### src/rtl/ksm_pkg.sv
// ----------------------------------------------------------------------------
// ksm_pkg: shared types and constants for the scalar Kalman smoother
// Control word layout, step addresses, register indexes and reset values.
// ----------------------------------------------------------------------------
package ksm_pkg;

  // datapath operations, one per control word
  typedef enum logic [3:0] {
    OP_NOP,
    OP_ACCEPT,
    OP_LOAD,
    OP_DIV,
    OP_GAIN,
    OP_MUL1,
    OP_EST,
    OP_ABS_MUL2,
    OP_MUL3,
    OP_UPD,
    OP_FIRST
  } op_t;

  // sequencer branch conditions
  typedef enum logic [2:0] {
    C_NEXT,
    C_WAIT_IN,
    C_IF_FIRST,
    C_LOOP,
    C_WAIT_OUT
  } cond_t;

  typedef logic [3:0] pc_t;

  typedef struct packed {
    op_t   op;
    cond_t cond;
    pc_t   target;
  } uword_t;

  // control to the datapath
  typedef struct packed {
    op_t  op;
    logic en;
  } ctrl_t;

  // status from the datapath
  typedef struct packed {
    logic first;
    logic cnt_zero;
  } stat_t;

  // program addresses
  localparam pc_t PC_IDLE  = 4'd0;
  localparam pc_t PC_LOAD  = 4'd1;
  localparam pc_t PC_DIV   = 4'd2;
  localparam pc_t PC_GAIN  = 4'd3;
  localparam pc_t PC_MUL1  = 4'd4;
  localparam pc_t PC_EST   = 4'd5;
  localparam pc_t PC_ABS   = 4'd6;
  localparam pc_t PC_MUL3  = 4'd7;
  localparam pc_t PC_UPD   = 4'd8;
  localparam pc_t PC_FIRST = 4'd9;

  // register indexes (paddr[3:2])
  localparam logic [1:0] REG_MNOISE   = 2'd0;
  localparam logic [1:0] REG_PNOISE   = 2'd1;
  localparam logic [1:0] REG_INIT_ERR = 2'd2;

  localparam logic [15:0] MNOISE_RST   = 16'd2560;
  localparam logic [15:0] PNOISE_RST   = 16'd64;
  localparam logic [15:0] INIT_ERR_RST = 16'd2560;

  // 17 quotient bits: counter runs 16 down to 0
  localparam logic [4:0]  DIV_CNT_INIT = 5'd16;
  localparam logic [16:0] GAIN_ONE     = 17'h10000;
  localparam logic [15:0] ERR_MAX      = 16'hFFFF;

endpackage

### src/rtl/ksm_rom.sv
// ----------------------------------------------------------------------------
// ksm_rom: control store
// One control word per program step: operation, branch condition, target.
// ----------------------------------------------------------------------------
module ksm_rom (
  input  ksm_pkg::pc_t    pc,
  output ksm_pkg::uword_t uword
);
  import ksm_pkg::*;

  always_comb begin
    unique case (pc)
      PC_IDLE:  uword = '{op: OP_ACCEPT,   cond: C_WAIT_IN,  target: PC_IDLE};
      PC_LOAD:  uword = '{op: OP_LOAD,     cond: C_IF_FIRST, target: PC_FIRST};
      PC_DIV:   uword = '{op: OP_DIV,      cond: C_LOOP,     target: PC_DIV};
      PC_GAIN:  uword = '{op: OP_GAIN,     cond: C_NEXT,     target: PC_IDLE};
      PC_MUL1:  uword = '{op: OP_MUL1,     cond: C_NEXT,     target: PC_IDLE};
      PC_EST:   uword = '{op: OP_EST,      cond: C_NEXT,     target: PC_IDLE};
      PC_ABS:   uword = '{op: OP_ABS_MUL2, cond: C_NEXT,     target: PC_IDLE};
      PC_MUL3:  uword = '{op: OP_MUL3,     cond: C_NEXT,     target: PC_IDLE};
      PC_UPD:   uword = '{op: OP_UPD,      cond: C_WAIT_OUT, target: PC_IDLE};
      PC_FIRST: uword = '{op: OP_FIRST,    cond: C_WAIT_OUT, target: PC_IDLE};
      default:  uword = '{op: OP_NOP,      cond: C_WAIT_OUT, target: PC_IDLE};
    endcase
  end

endmodule

### src/rtl/ksm_seq.sv
// ----------------------------------------------------------------------------
// ksm_seq: step counter and branch logic
// Advance, hold or jump the program counter per the control word condition.
// ----------------------------------------------------------------------------
module ksm_seq (
  input  logic            clk,
  input  logic            rst_n,
  input  ksm_pkg::uword_t uword,
  input  ksm_pkg::stat_t  stat,
  input  logic            in_valid,
  input  logic            out_free,
  output ksm_pkg::pc_t    pc,
  output ksm_pkg::ctrl_t  ctrl,
  output logic            in_ready
);
  import ksm_pkg::*;

  pc_t  pc_r, pc_nxt;
  logic hold;

  always_comb begin
    hold = ((uword.cond == C_WAIT_IN) && !in_valid) ||
           ((uword.cond == C_WAIT_OUT) && !out_free);
    pc_nxt = pc_r + 4'd1;
    unique case (uword.cond)
      C_NEXT:     pc_nxt = pc_r + 4'd1;
      C_WAIT_IN:  pc_nxt = in_valid ? pc_r + 4'd1 : pc_r;
      C_IF_FIRST: pc_nxt = stat.first ? uword.target : pc_r + 4'd1;
      C_LOOP:     pc_nxt = stat.cnt_zero ? pc_r + 4'd1 : uword.target;
      C_WAIT_OUT: pc_nxt = out_free ? uword.target : pc_r;
      default:    pc_nxt = PC_IDLE;
    endcase
  end

  always_ff @(posedge clk) begin
    if (!rst_n) begin
      pc_r <= PC_IDLE;
    end else begin
      pc_r <= pc_nxt;
    end
  end

  assign pc       = pc_r;
  assign ctrl     = '{op: uword.op, en: !hold};
  assign in_ready = (uword.cond == C_WAIT_IN);

endmodule

### src/rtl/ksm_datapath.sv
// ----------------------------------------------------------------------------
// ksm_datapath: filter arithmetic
// Restoring divider, one shared signed multiplier, filter state and result.
// ----------------------------------------------------------------------------
module ksm_datapath #(
  parameter int SAMPLE_WIDTH = 16
) (
  input  logic                           clk,
  input  logic                           rst_n,
  input  ksm_pkg::ctrl_t                 ctrl,
  output ksm_pkg::stat_t                 stat,
  input  logic signed [SAMPLE_WIDTH-1:0] in_sample,
  input  logic                           in_restart,
  input  logic [15:0]                    mnoise,
  input  logic [15:0]                    pnoise,
  input  logic [15:0]                    init_err,
  output logic                           out_load,
  output logic signed [SAMPLE_WIDTH-1:0] out_estimate,
  output logic [15:0]                    out_error_estimate,
  output logic                           out_first_sample
);
  import ksm_pkg::*;

  localparam int W  = SAMPLE_WIDTH;
  localparam int BW = (W + 1 > 17) ? W + 1 : 17;
  localparam int PW = 18 + BW;
  localparam int SW = W + 9;

  // filter state
  logic signed [W-1:0] last_r, last_nxt;
  logic [15:0]         err_r, err_nxt;
  logic                primed_r, primed_nxt;

  // working registers
  logic signed [W-1:0]  samp_r, samp_nxt;
  logic                 rst_flag_r, rst_flag_nxt;
  logic [16:0]          den_r, den_nxt;
  logic [17:0]          rem_r, rem_nxt;
  logic [16:0]          quo_r, quo_nxt;
  logic [4:0]           cnt_r, cnt_nxt;
  logic [15:0]          gain_r, gain_nxt;
  logic signed [W:0]    diff_r, diff_nxt;
  logic signed [PW-1:0] prod_r, prod_nxt;
  logic signed [W-1:0]  new_r, new_nxt;
  logic [W-1:0]         dabs_r, dabs_nxt;
  logic [15:0]          e1_r, e1_nxt;
  logic signed [W-1:0]  oest_r, oest_nxt;
  logic [15:0]          oerr_r, oerr_nxt;
  logic                 ofirst_r, ofirst_nxt;

  logic [15:0]          eff_err;
  logic                 div_ge;
  logic [17:0]          rem_sub;
  logic signed [17:0]   mul_a;
  logic signed [BW-1:0] mul_b;
  logic signed [W:0]    dd, dneg;
  logic [SW-1:0]        err_sum;
  logic [15:0]          err_sat;

  always_comb begin
    eff_err = rst_flag_r ? init_err : err_r;
    div_ge  = rem_r >= {1'b0, den_r};
    rem_sub = rem_r - {1'b0, den_r};
    dd      = (W + 1)'(last_r) - (W + 1)'(new_r);
    dneg    = -dd;
    err_sum = SW'(e1_r) + SW'(prod_r[8 +: W + 8]);
    err_sat = (|err_sum[SW-1:16]) ? ERR_MAX : err_sum[15:0];

    unique case (ctrl.op)
      OP_MUL1: begin
        mul_a = signed'({2'b00, gain_r});
        mul_b = BW'(diff_r);
      end
      OP_ABS_MUL2: begin
        mul_a = signed'({1'b0, GAIN_ONE - {1'b0, gain_r}});
        mul_b = signed'(BW'(err_r));
      end
      OP_MUL3: begin
        mul_a = signed'({2'b00, pnoise});
        mul_b = signed'(BW'(dabs_r));
      end
      default: begin
        mul_a = '0;
        mul_b = '0;
      end
    endcase
  end

  always_comb begin
    last_nxt     = last_r;
    err_nxt      = err_r;
    primed_nxt   = primed_r;
    samp_nxt     = samp_r;
    rst_flag_nxt = rst_flag_r;
    den_nxt      = den_r;
    rem_nxt      = rem_r;
    quo_nxt      = quo_r;
    cnt_nxt      = cnt_r;
    gain_nxt     = gain_r;
    diff_nxt     = diff_r;
    prod_nxt     = prod_r;
    new_nxt      = new_r;
    dabs_nxt     = dabs_r;
    e1_nxt       = e1_r;
    oest_nxt     = oest_r;
    oerr_nxt     = oerr_r;
    ofirst_nxt   = ofirst_r;
    out_load     = 1'b0;

    if (ctrl.en) begin
      unique case (ctrl.op)
        OP_ACCEPT: begin
          samp_nxt     = in_sample;
          rst_flag_nxt = in_restart;
        end
        OP_LOAD: begin
          // apply restart, then seed the divider with E / (E + R)
          err_nxt    = eff_err;
          primed_nxt = primed_r & ~rst_flag_r;
          if (rst_flag_r) begin
            last_nxt = '0;
          end
          den_nxt = {1'b0, eff_err} + {1'b0, mnoise};
          rem_nxt = {2'b00, eff_err};
          quo_nxt = '0;
          cnt_nxt = DIV_CNT_INIT;
        end
        OP_DIV: begin
          rem_nxt = div_ge ? {rem_sub[16:0], 1'b0} : {rem_r[16:0], 1'b0};
          quo_nxt = {quo_r[15:0], div_ge};
          cnt_nxt = cnt_r - 5'd1;
        end
        OP_GAIN: begin
          if (den_r == '0) begin
            gain_nxt = '0;
          end else if (quo_r[16]) begin
            gain_nxt = 16'hFFFF;
          end else begin
            gain_nxt = quo_r[15:0];
          end
          diff_nxt = (W + 1)'(samp_r) - (W + 1)'(last_r);
        end
        OP_MUL1: begin
          prod_nxt = mul_a * mul_b;
        end
        OP_EST: begin
          // floor of gain*diff/65536 is the arithmetic shift
          new_nxt = last_r + signed'(prod_r[16 +: W]);
        end
        OP_ABS_MUL2: begin
          dabs_nxt = dd[W] ? dneg[W-1:0] : dd[W-1:0];
          prod_nxt = mul_a * mul_b;
        end
        OP_MUL3: begin
          e1_nxt   = prod_r[31:16];
          prod_nxt = mul_a * mul_b;
        end
        OP_UPD: begin
          err_nxt    = err_sat;
          last_nxt   = new_r;
          oest_nxt   = new_r;
          oerr_nxt   = err_sat;
          ofirst_nxt = 1'b0;
          out_load   = 1'b1;
        end
        OP_FIRST: begin
          last_nxt   = samp_r;
          primed_nxt = 1'b1;
          oest_nxt   = samp_r;
          oerr_nxt   = err_r;
          ofirst_nxt = 1'b1;
          out_load   = 1'b1;
        end
        default: begin
        end
      endcase
    end
  end

  always_ff @(posedge clk) begin
    if (!rst_n) begin
      last_r   <= '0;
      err_r    <= INIT_ERR_RST;
      primed_r <= 1'b0;
    end else begin
      last_r   <= last_nxt;
      err_r    <= err_nxt;
      primed_r <= primed_nxt;
    end
  end

  always_ff @(posedge clk) begin
    samp_r     <= samp_nxt;
    rst_flag_r <= rst_flag_nxt;
    den_r      <= den_nxt;
    rem_r      <= rem_nxt;
    quo_r      <= quo_nxt;
    cnt_r      <= cnt_nxt;
    gain_r     <= gain_nxt;
    diff_r     <= diff_nxt;
    prod_r     <= prod_nxt;
    new_r      <= new_nxt;
    dabs_r     <= dabs_nxt;
    e1_r       <= e1_nxt;
    oest_r     <= oest_nxt;
    oerr_r     <= oerr_nxt;
    ofirst_r   <= ofirst_nxt;
  end

  assign stat = '{first: !(primed_r && !rst_flag_r), cnt_zero: (cnt_r == '0)};

  assign out_estimate       = oest_r;
  assign out_error_estimate = oerr_r;
  assign out_first_sample   = ofirst_r;

endmodule

### src/rtl/scalar_kalman_smoother_core.sv
// ----------------------------------------------------------------------------
// scalar_kalman_smoother_core: adaptive one-dimensional Kalman smoother
// Smooths signed Q8.8 level samples; a microcoded sequencer steps a small
// divide/multiply datapath through each update.
// ----------------------------------------------------------------------------
//
//  channel  | handshake             | payload
//  ---------+-----------------------+-------------------------------------------
//  in       | in_valid / in_ready   | in_sample, in_restart
//  out      | out_valid / out_ready | out_estimate, out_error_estimate,
//           |                       | out_first_sample
//  config   | psel/penable/pwrite   | paddr, pwdata, prdata (pready tied high)
//
//  A regular sample runs 25 steps: accept, load, 17 restoring-divide steps
//  for the gain, then six steps, three of which use the one multiplier. The
//  update step loads its result word and returns to the idle step. A first
//  sample (after reset or restart) skips the arithmetic: after the load step,
//  a first step loads the result and returns to the idle step.
//  One word is in flight at a time; in_ready is high only at the idle step.
//  The result register frees the core: a new word is accepted while the last
//  result waits; the core stalls on its final step only if that result is
//  still untaken. Reset is synchronous and active low; no clearing pass.
//
module scalar_kalman_smoother_core #(
  parameter int SAMPLE_WIDTH = 16
) (
  input  logic                           clk,
  input  logic                           rst_n,

  input  logic                           in_valid,
  output logic                           in_ready,
  input  logic signed [SAMPLE_WIDTH-1:0] in_sample,
  input  logic                           in_restart,

  output logic                           out_valid,
  input  logic                           out_ready,
  output logic signed [SAMPLE_WIDTH-1:0] out_estimate,
  output logic [15:0]                    out_error_estimate,
  output logic                           out_first_sample,

  input  logic                           psel,
  input  logic                           penable,
  input  logic                           pwrite,
  input  logic [3:0]                     paddr,
  input  logic [31:0]                    pwdata,
  output logic [31:0]                    prdata,
  output logic                           pready
);
  import ksm_pkg::*;

  // configuration registers: R, q and the starting error
  logic [15:0] mnoise_r, mnoise_nxt;
  logic [15:0] pnoise_r, pnoise_nxt;
  logic [15:0] init_err_r, init_err_nxt;
  logic        out_valid_r, out_valid_nxt;

  logic        cfg_wr;
  logic [1:0]  cfg_idx;
  logic        out_load;
  logic        out_free;
  pc_t         pc;
  uword_t      uword;
  ctrl_t       ctrl;
  stat_t       stat;

  assign pready  = 1'b1;
  assign cfg_wr  = psel && penable && pwrite;
  assign cfg_idx = paddr[3:2];

  always_comb begin
    mnoise_nxt   = mnoise_r;
    pnoise_nxt   = pnoise_r;
    init_err_nxt = init_err_r;
    if (cfg_wr) begin
      unique case (cfg_idx)
        REG_MNOISE:   mnoise_nxt   = pwdata[15:0];
        REG_PNOISE:   pnoise_nxt   = pwdata[15:0];
        REG_INIT_ERR: init_err_nxt = pwdata[15:0];
        default: begin
          // unmapped slot: drop the write
        end
      endcase
    end
  end

  always_comb begin
    unique case (cfg_idx)
      REG_MNOISE:   prdata = {16'h0000, mnoise_r};
      REG_PNOISE:   prdata = {16'h0000, pnoise_r};
      REG_INIT_ERR: prdata = {16'h0000, init_err_r};
      default:      prdata = '0;
    endcase
  end

  // result slot: fill on the final step, drain on out_ready
  assign out_free = !out_valid_r || out_ready;

  always_comb begin
    if (out_load) begin
      out_valid_nxt = 1'b1;
    end else if (out_ready) begin
      out_valid_nxt = 1'b0;
    end else begin
      out_valid_nxt = out_valid_r;
    end
  end

  always_ff @(posedge clk) begin
    if (!rst_n) begin
      mnoise_r    <= MNOISE_RST;
      pnoise_r    <= PNOISE_RST;
      init_err_r  <= INIT_ERR_RST;
      out_valid_r <= 1'b0;
    end else begin
      mnoise_r    <= mnoise_nxt;
      pnoise_r    <= pnoise_nxt;
      init_err_r  <= init_err_nxt;
      out_valid_r <= out_valid_nxt;
    end
  end

  assign out_valid = out_valid_r;

  // control store
  ksm_rom u_rom (
    .pc    (pc),
    .uword (uword)
  );

  // step counter and branches
  ksm_seq u_seq (
    .clk      (clk),
    .rst_n    (rst_n),
    .uword    (uword),
    .stat     (stat),
    .in_valid (in_valid),
    .out_free (out_free),
    .pc       (pc),
    .ctrl     (ctrl),
    .in_ready (in_ready)
  );

  // arithmetic and filter state
  ksm_datapath #(
    .SAMPLE_WIDTH (SAMPLE_WIDTH)
  ) u_dp (
    .clk                (clk),
    .rst_n              (rst_n),
    .ctrl               (ctrl),
    .stat               (stat),
    .in_sample          (in_sample),
    .in_restart         (in_restart),
    .mnoise             (mnoise_r),
    .pnoise             (pnoise_r),
    .init_err           (init_err_r),
    .out_load           (out_load),
    .out_estimate       (out_estimate),
    .out_error_estimate (out_error_estimate),
    .out_first_sample   (out_first_sample)
  );

endmodule

### config.mk
export PLATFORM = sky130hd
export DESIGN_NAME = scalar_kalman_smoother_core
export DESIGN_NICKNAME = d
export VERILOG_FILES = /design/src/rtl/ksm_pkg.sv /design/src/rtl/ksm_rom.sv /design/src/rtl/ksm_seq.sv /design/src/rtl/ksm_datapath.sv /design/src/rtl/scalar_kalman_smoother_core.sv
export SDC_FILE = /design/constraint.sdc
export NUM_CORES = 1
export LEC_CHECK = 0
export BUFFER_PORTS_ARGS = -buffer_cell sky130_fd_sc_hd__buf_4
export CAP_MARGIN = 20
export CORE_AREA = 2 2 276 278
export DETAILED_ROUTE_END_ITERATION = 7
export DIE_AREA = 0 0 278 280
export PLACE_DENSITY_LB_ADDON = 0.1
export SYNTH_ARGS = -nofsm -noshare
export SYNTH_HDL_FRONTEND = slang
export SYNTH_HIERARCHICAL = 1
export SYNTH_SLANG_ARGS = --single-unit
### constraint.sdc
create_clock -name clk -period 15.6 [get_ports clk]
set_input_delay 2.34 -clock clk [delete_from_list [all_inputs] [get_ports clk]]
set_output_delay 2.34 -clock clk [all_outputs]
set_load 0.05 [all_outputs]
==> results.toml, run 1 <==
[logic_synthesis]
ys.flop_type = "edfxtp_1"
netlist_area_um2 = 26640
synth_top_area_share = 0.2390
ys_seq_elements = 298
synth.most_common_cell = "inv_1"
synth.area.top_cells = "edfxtp_1 24%, fa_1 17%, ha_1 9.9%"
synthArstFlopShare = 0
seq_area_frac_synth = 0.3036
yosys-top-cells-count = "414 x inv_1, 369 x nor2_1, 340 x nand2_1"
syn_inst = 2911
yosys.area.top_type = "edfxtp_1"
syn_area_per_cell_um2 = 9.152
yosys_warnings = 6
yosysUniqueCellTypes = 86
synth_edf_count = 212

[worst_setup_path]
worst_setup_path_start_kind = "register"
path_buf_inv = 6
critPathArrivalTime_ns = 10.00
cpMostUsedCell = "fa_1"
required_ns = 15.89
rr_worst_depth = 30
critPathCaptureType = "register"
cp_slowest_cell = "and2_1"
critPathMaxFanout = 21
setup.worst_path.class = "reg -> reg"
critPathTopFamily = "adder cells"
cp.depth = 30
slowest_delay_ns = 0.82

[route]
route.detailed.drc = 0
via_count = 20360
drt-initial-drc-count = 1506
wl_mm = 79.64
routedWlPerCell_um = 20.04
drtPass1Iterations = 5
via_per_inst = 5.123
drtAntennaViolNets = 0

[sta]
slew-limit-headroom = 0.2670
whs_ns = 0.4904
min_period_ns = 9.702
hold_viol_final = 0
final_max_slew_viol_count = 0
tightest_slew_ns = 1.088
rsz0062_at_grt = "no"
setup_viol = 0
fin_ws_ns = 5.898
min_period_over_period = 0.6219
tns_ns = 0
timing.fmax_ghz = 0.1031
final.setup_skew_ns = 0.02822

[grt]
grt_pass1_wl_mm = 123.4
grt_max_degree = 79
overflow = 0
track_usage = 0.2076
grt_pass1_vias = 20780
antenna_found_initial = 2

[power]
p_leak_nw = 12.84
ir_drop_mv = 0.09688
power_per_cell_area_nw_per_um2 = 140.7

[run_status]
status = "finished clean"

[placed_design]
hpwlAfterDp_mm = 62.36
gp_congestion = 0.8787
dp_slack_ns = 5.898
port_buffers = 92
placed_cell_area_um2 = 28310

[min_path]
min_path_cells = 2
hold_path_class = "reg -> reg"

[finish]
n_antenna_cell = 0
drive_gt1_frac = 0.07977
syn2layout_area_growth_pct = 11.21
finalInstanceArea_um2 = 29630
fin_nets = 3468

[clock_network]
cts_buffers = 36
worst_skew_pair.late_latency_ns = 0.56
cts_setup_buffers = 0
post_cts_resized = 0
cts_hold_buffers = 0
cts_num_sinks = 298
cts.htree.levels = 2
clockBufferDepth = 3
clock-root-buffer = "clkbuf_16"
clkTransAtPathRegs_ns = 0.06
cts_tree = "done"

[floorplanning]
dieArea_um2 = 77840
rows = 101
initial_utilization = 0.3543
die_height_um = 280
die_w_um = 278
core-area_um2 = 75190
pin_count = 128

[flow_run]
max-cap-violations = 0
layer usage:
layer	wire length (µm)	track usage	vias to the layer above	part of all wire
met3	4325	0.03248	91	0.054
met1	37100	0.2891	10030	0.47
li1	-	-	9707	-
met2	36550	0.3385	529	0.46
met5	12	0	-	0.00015
met4	1661	0.04990	2	0.021
power breakdown:
group / switching (mW) / total, mW / internal [mW] / leakage [nW]
clock: 0.354 / 0.897 / 0.543 / 0.606
sequential: 0.144 / 1.27 / 1.13 / 2.61
combinational: 1.28 / 2.00 / 0.714 / 9.62
logic make-up (layout without fill, tap and decap cells):
logic type / after synthesis / in the layout / share of synthesized area
XOR/XNOR: 123 / 123 / 0.04044
AO/OA/AOI/OAI: 421 / 421 / 0.1008
flip-flops: 298 / 298 / 0.3036
AND/OR/NAND/NOR: 990 / 990 / 0.1661
adder cells (fa/ha/maj): 440 / 440 / 0.2712
multiplexers: 92 / 92 / 0.03513
other: 3 / 18 / 0.0004226
buffers and inverters: 544 / 614 / 0.08237
tightest hold or removal path, delay by kind of cell (launching register included):
family / cells / cell delay, ns
flops: 1 / 0.33
simple gates: 1 / 0.06
mux: 1 / 0.05
cell type report:
class                   count  area, µm²
fillers                  7461      45560
multi-input cells        2084      16480
flip-flops and latches    298       8088
inverters                 416       1562
well taps                 978       1224
repair buffers            132       1031
clock buffers              46      968.4
clock inverters            20      276.5
registers in the layout (all words and copies together) (netlist names):
| signal | flops |
|---|---|
| init_err_r | 16 |
| mnoise_r | 16 |
| out_valid | 1 |
| pnoise_r | 16 |
| u_dp/cnt_r | 5 |
| u_dp/dabs_r | 16 |
| u_dp/den_r | 17 |
| u_dp/diff_r | 17 |
| u_dp/e1_r | 16 |
| u_dp/err_r | 16 |
| u_dp/gain_r | 16 |
| u_dp/last_r | 16 |
| u_dp/new_r | 16 |
| u_dp/out_error_estimate | 16 |
| u_dp/out_estimate | 16 |
| u_dp/out_first_sample | 1 |
| u_dp/primed_r | 1 |
| u_dp/prod_r | 24 |
| u_dp/quo_r | 17 |
| u_dp/rem_r | 18 |
| u_dp/rst_flag_r | 1 |
| u_dp/samp_r | 16 |
| u_seq/pc | 4 |
final timing paths:
path	start	endpoint	slack [ns]
worst min-delay path	mnoise_r[0]$_SDFFE_PN0P_	mnoise_r[0]$_SDFFE_PN0P_	0.49
worst max register to register	u_seq/pc[0]$_SDFFE_PN0P_	u_dp/prod_r[31]$_DFFE_PP_	5.90
worst max-delay path	u_seq/pc[0]$_SDFFE_PN0P_	u_dp/prod_r[31]$_DFFE_PP_	5.90
worst min register to register	mnoise_r[0]$_SDFFE_PN0P_	mnoise_r[0]$_SDFFE_PN0P_	0.49
layout by cell type (no fill, tap or decap), types with 36 or more instances in the layout:
cell type | Yosys | final
nor3_1 | 41 | 38
nand3_1 | 42 | 42
nor2b_1 | 36 | 36
nand2_1 | 340 | 340
xnor2_1 | 91 | 91
dfxtp_1 | 86 | 86
ha_1 | 211 | 211
buf_4 | 28 | 128
mux2i_1 | 80 | 80
edfxtp_1 | 212 | 212
nor2_1 | 369 | 369
a21oi_1 | 110 | 109
fa_1 | 229 | 229
inv_1 | 414 | 414
o21ai_0 | 98 | 98
clkbuf_16 | 0 | 36
stage by stage:
| stage | util | total power, mW | instances |
|---|---|---|---|
| 6_report | 0.3940 | 4.169 | 3974 |
| 5_1_grt | 0.3940 | 4.485 | 3974 |
| 4_1_cts | 0.3931 | 4.177 | 3970 |
| 3_5_place_dp | 0.3766 | 3.254 | 3904 |
| 3_3_place_gp | 0.3766 | 3.226 | 3904 |
| 2_1_floorplan | - | 2.655 | 2926 |
Power figures use the tool's default switching activity.
==> run 2, diff against run 1 <==
==> constraint.sdc (replaced) <==
create_clock -name clk -period 9.7 [get_ports clk]
set_input_delay 1.455 -clock clk [delete_from_list [all_inputs] [get_ports clk]]
set_output_delay 1.455 -clock clk [all_outputs]
set_load 0.05 [all_outputs]
==> run 2 against run 1 <==
Register-to-register slack got worse by 5.2 ns. Critical path type unchanged. Maximum frequency increased by 7.5%. Clock skew rose by 0.0019 ns. Clock power rose by 46%. Hold slack better by 0.0073 ns. Flip-flop and latch count is the same. Design area is essentially flat. First-iteration DRC count fell by 3.8%. Largest power group unchanged. Die area unchanged. Clock-buffer cell count up 4. Critical path depth unchanged.
==> results.toml, run 2 (synthesis results as in run 1) <==
[run_status]
status = "finished clean"

[grt]
overflow = 0
grt_pass1_wl_mm = 124.3
track_usage = 0.2082
antenna_found_initial = 1
grt_pass1_vias = 20590
grt_max_degree = 79

[sta]
hold_viol_final = 0
slew-limit-headroom = 0.3268
min_period_ns = 9.028
min_period_over_period = 0.9307
rsz0062_at_grt = "no"
tns_ns = 0
final_max_slew_viol_count = 0
setup_viol = 0
final.setup_skew_ns = 0.03011
timing.fmax_ghz = 0.1108
tightest_slew_ns = 1.010

[floorplanning]
rows = 101
dieArea_um2 = 77840
die_height_um = 280
initial_utilization = 0.3543
die_w_um = 278
core-area_um2 = 75190
pin_count = 128

[power]
ir_drop_mv = 0.1616
totalPowerFinal_mw = 6.580
power_per_cell_area_nw_per_um2 = 222.0
p_leak_nw = 12.86

[flow_run]
max-cap-violations = 0

[route]
via_count = 20390
via_per_inst = 5.106
wl_mm = 80.37
route.detailed.drc = 0
routedWlPerCell_um = 20.12
drt-initial-drc-count = 1449
drtAntennaViolNets = 0
drtPass1Iterations = 5

[finish]
largest_register = "u_dp/prod_r"
fill_cells = 7520
fin_nets = 3489
syn2layout_area_growth_pct = 11.27
layoutNonFillerInstCount = 3994
top_regs = "u_dp/prod_r x24, u_dp/rem_r x18"
n_antenna_cell = 0
drive_gt1_frac = 0.08687
final_common_cell = "inv_1"
layout_common_cells = "414 x inv_1, 369 x nor2_1, 340 x nand2_1"
largest_reg_flops = 24

[placed_design]
placed_cells = 3926
hpwlAfterDp_mm = 63.78
port_buffers = 92
gp_congestion = 0.8824

[clock_network]
cts_setup_buffers = 0
cts_buffers = 36
clockBufferDepth = 3
clkTransAtPathRegs_ns = 0.06
cts.htree.levels = 2
clock-root-buffer = "clkbuf_16"
post_cts_resized = 0
cts_hold_buffers = 0
cts_num_sinks = 298
cts_tree = "done"
worst_skew_pair.late_latency_ns = 0.57

[min_path]
hold_path_class = "reg -> reg"

[worst_setup_path]
worst_setup_path_start_kind = "register"
cp_slowest_cell = "nor4b_4"
required_ns = 9.99
critPathMaxFanout = 22
slowest_delay_ns = 0.72
setup.worst_path.class = "reg -> reg"
critPathArrivalTime_ns = 9.32
critPathCaptureType = "register"
## run 2: cell count changes in the layout (fill, tap and decap cells not counted), sizes merged
| cell | change |
|---|---|
| clkinvlp | +5 |
| clkinv | -4 |
| inv | -1 |
| buf | +21 |
| clkbuf | +4 |
| bufinv | -5 |
## run 2: area by class of cell
class | instances | area, µm² | area share
multi-input cells | 2084 | 16480 | 0.5561
clock buffers | 50 | 994.7 | 0.03355
flip-flops and latches | 298 | 8088 | 0.2728
repair buffers | 153 | 1156 | 0.03900
well taps | 978 | 1224 | 0.04128
clock inverters | 15 | 136.4 | 0.004601
inverters | 416 | 1562 | 0.05267
## run 2: final timing paths
path         depth (start not counted)                        end                startpoint  slack, ns
max reg2reg                         30  u_dp/prod_r[31]$_DFFE_PP_  u_seq/pc[0]$_SDFFE_PN0P_       0.67
max                                 30  u_dp/prod_r[31]$_DFFE_PP_  u_seq/pc[0]$_SDFFE_PN0P_       0.67
min                                  2   mnoise_r[0]$_SDFFE_PN0P_  mnoise_r[0]$_SDFFE_PN0P_       0.50
min reg2reg                          2   mnoise_r[0]$_SDFFE_PN0P_  mnoise_r[0]$_SDFFE_PN0P_       0.50
## run 2: metrics by stage
| step | util | instance area, µm² | hold WS, ns | setup slack [ns] |
|---|---|---|---|---|
| final | 0.3943 | 29640 | 0.4977 | 0.6725 |
| after global routing | 0.3943 | 29640 | 0.5077 | 0.02411 |
| after CTS | 0.3939 | 29610 | 0.4950 | 0.4971 |
| after detailed placement | 0.3788 | 28480 | 0.4869 | 0.5393 |
| after global placement | 0.3788 | 28480 | 0.4832 | 0.5713 |
| after floorplan | - | 26700 | 0.4244 | 1.447 |
## run 2: routing by layer
metal / part of all wire / track usage / routed length [µm] / vias up
met4: 0.020 / 0.04934 / 1574 / 0
met1: 0.47 / 0.2930 / 37900 / 10050
met3: 0.048 / 0.02731 / 3884 / 81
met2: 0.46 / 0.3401 / 37010 / 514
met5: 0 / 0 / 0 / -
li1: - / - / - / 9750
## run 2: critical path: cells and delay by family, from the launching register on
family                   cells  cell delay (ns)
adder cells (fa/ha/maj)      8             3.50
AND/OR/NAND/NOR              6             2.06
AO/OA/AOI/OAI                7             1.41
buffers and inverters        8             1.07
flip-flops                   1             0.54
XOR/XNOR                     1             0.13
## run 2: report_power, final
group | total (mW) | internal [mW] | switching (mW)
clock network | 1.31 | 0.752 | 0.557
logic | 3.22 | 1.15 | 2.07
registers | 2.05 | 1.82 | 0.228
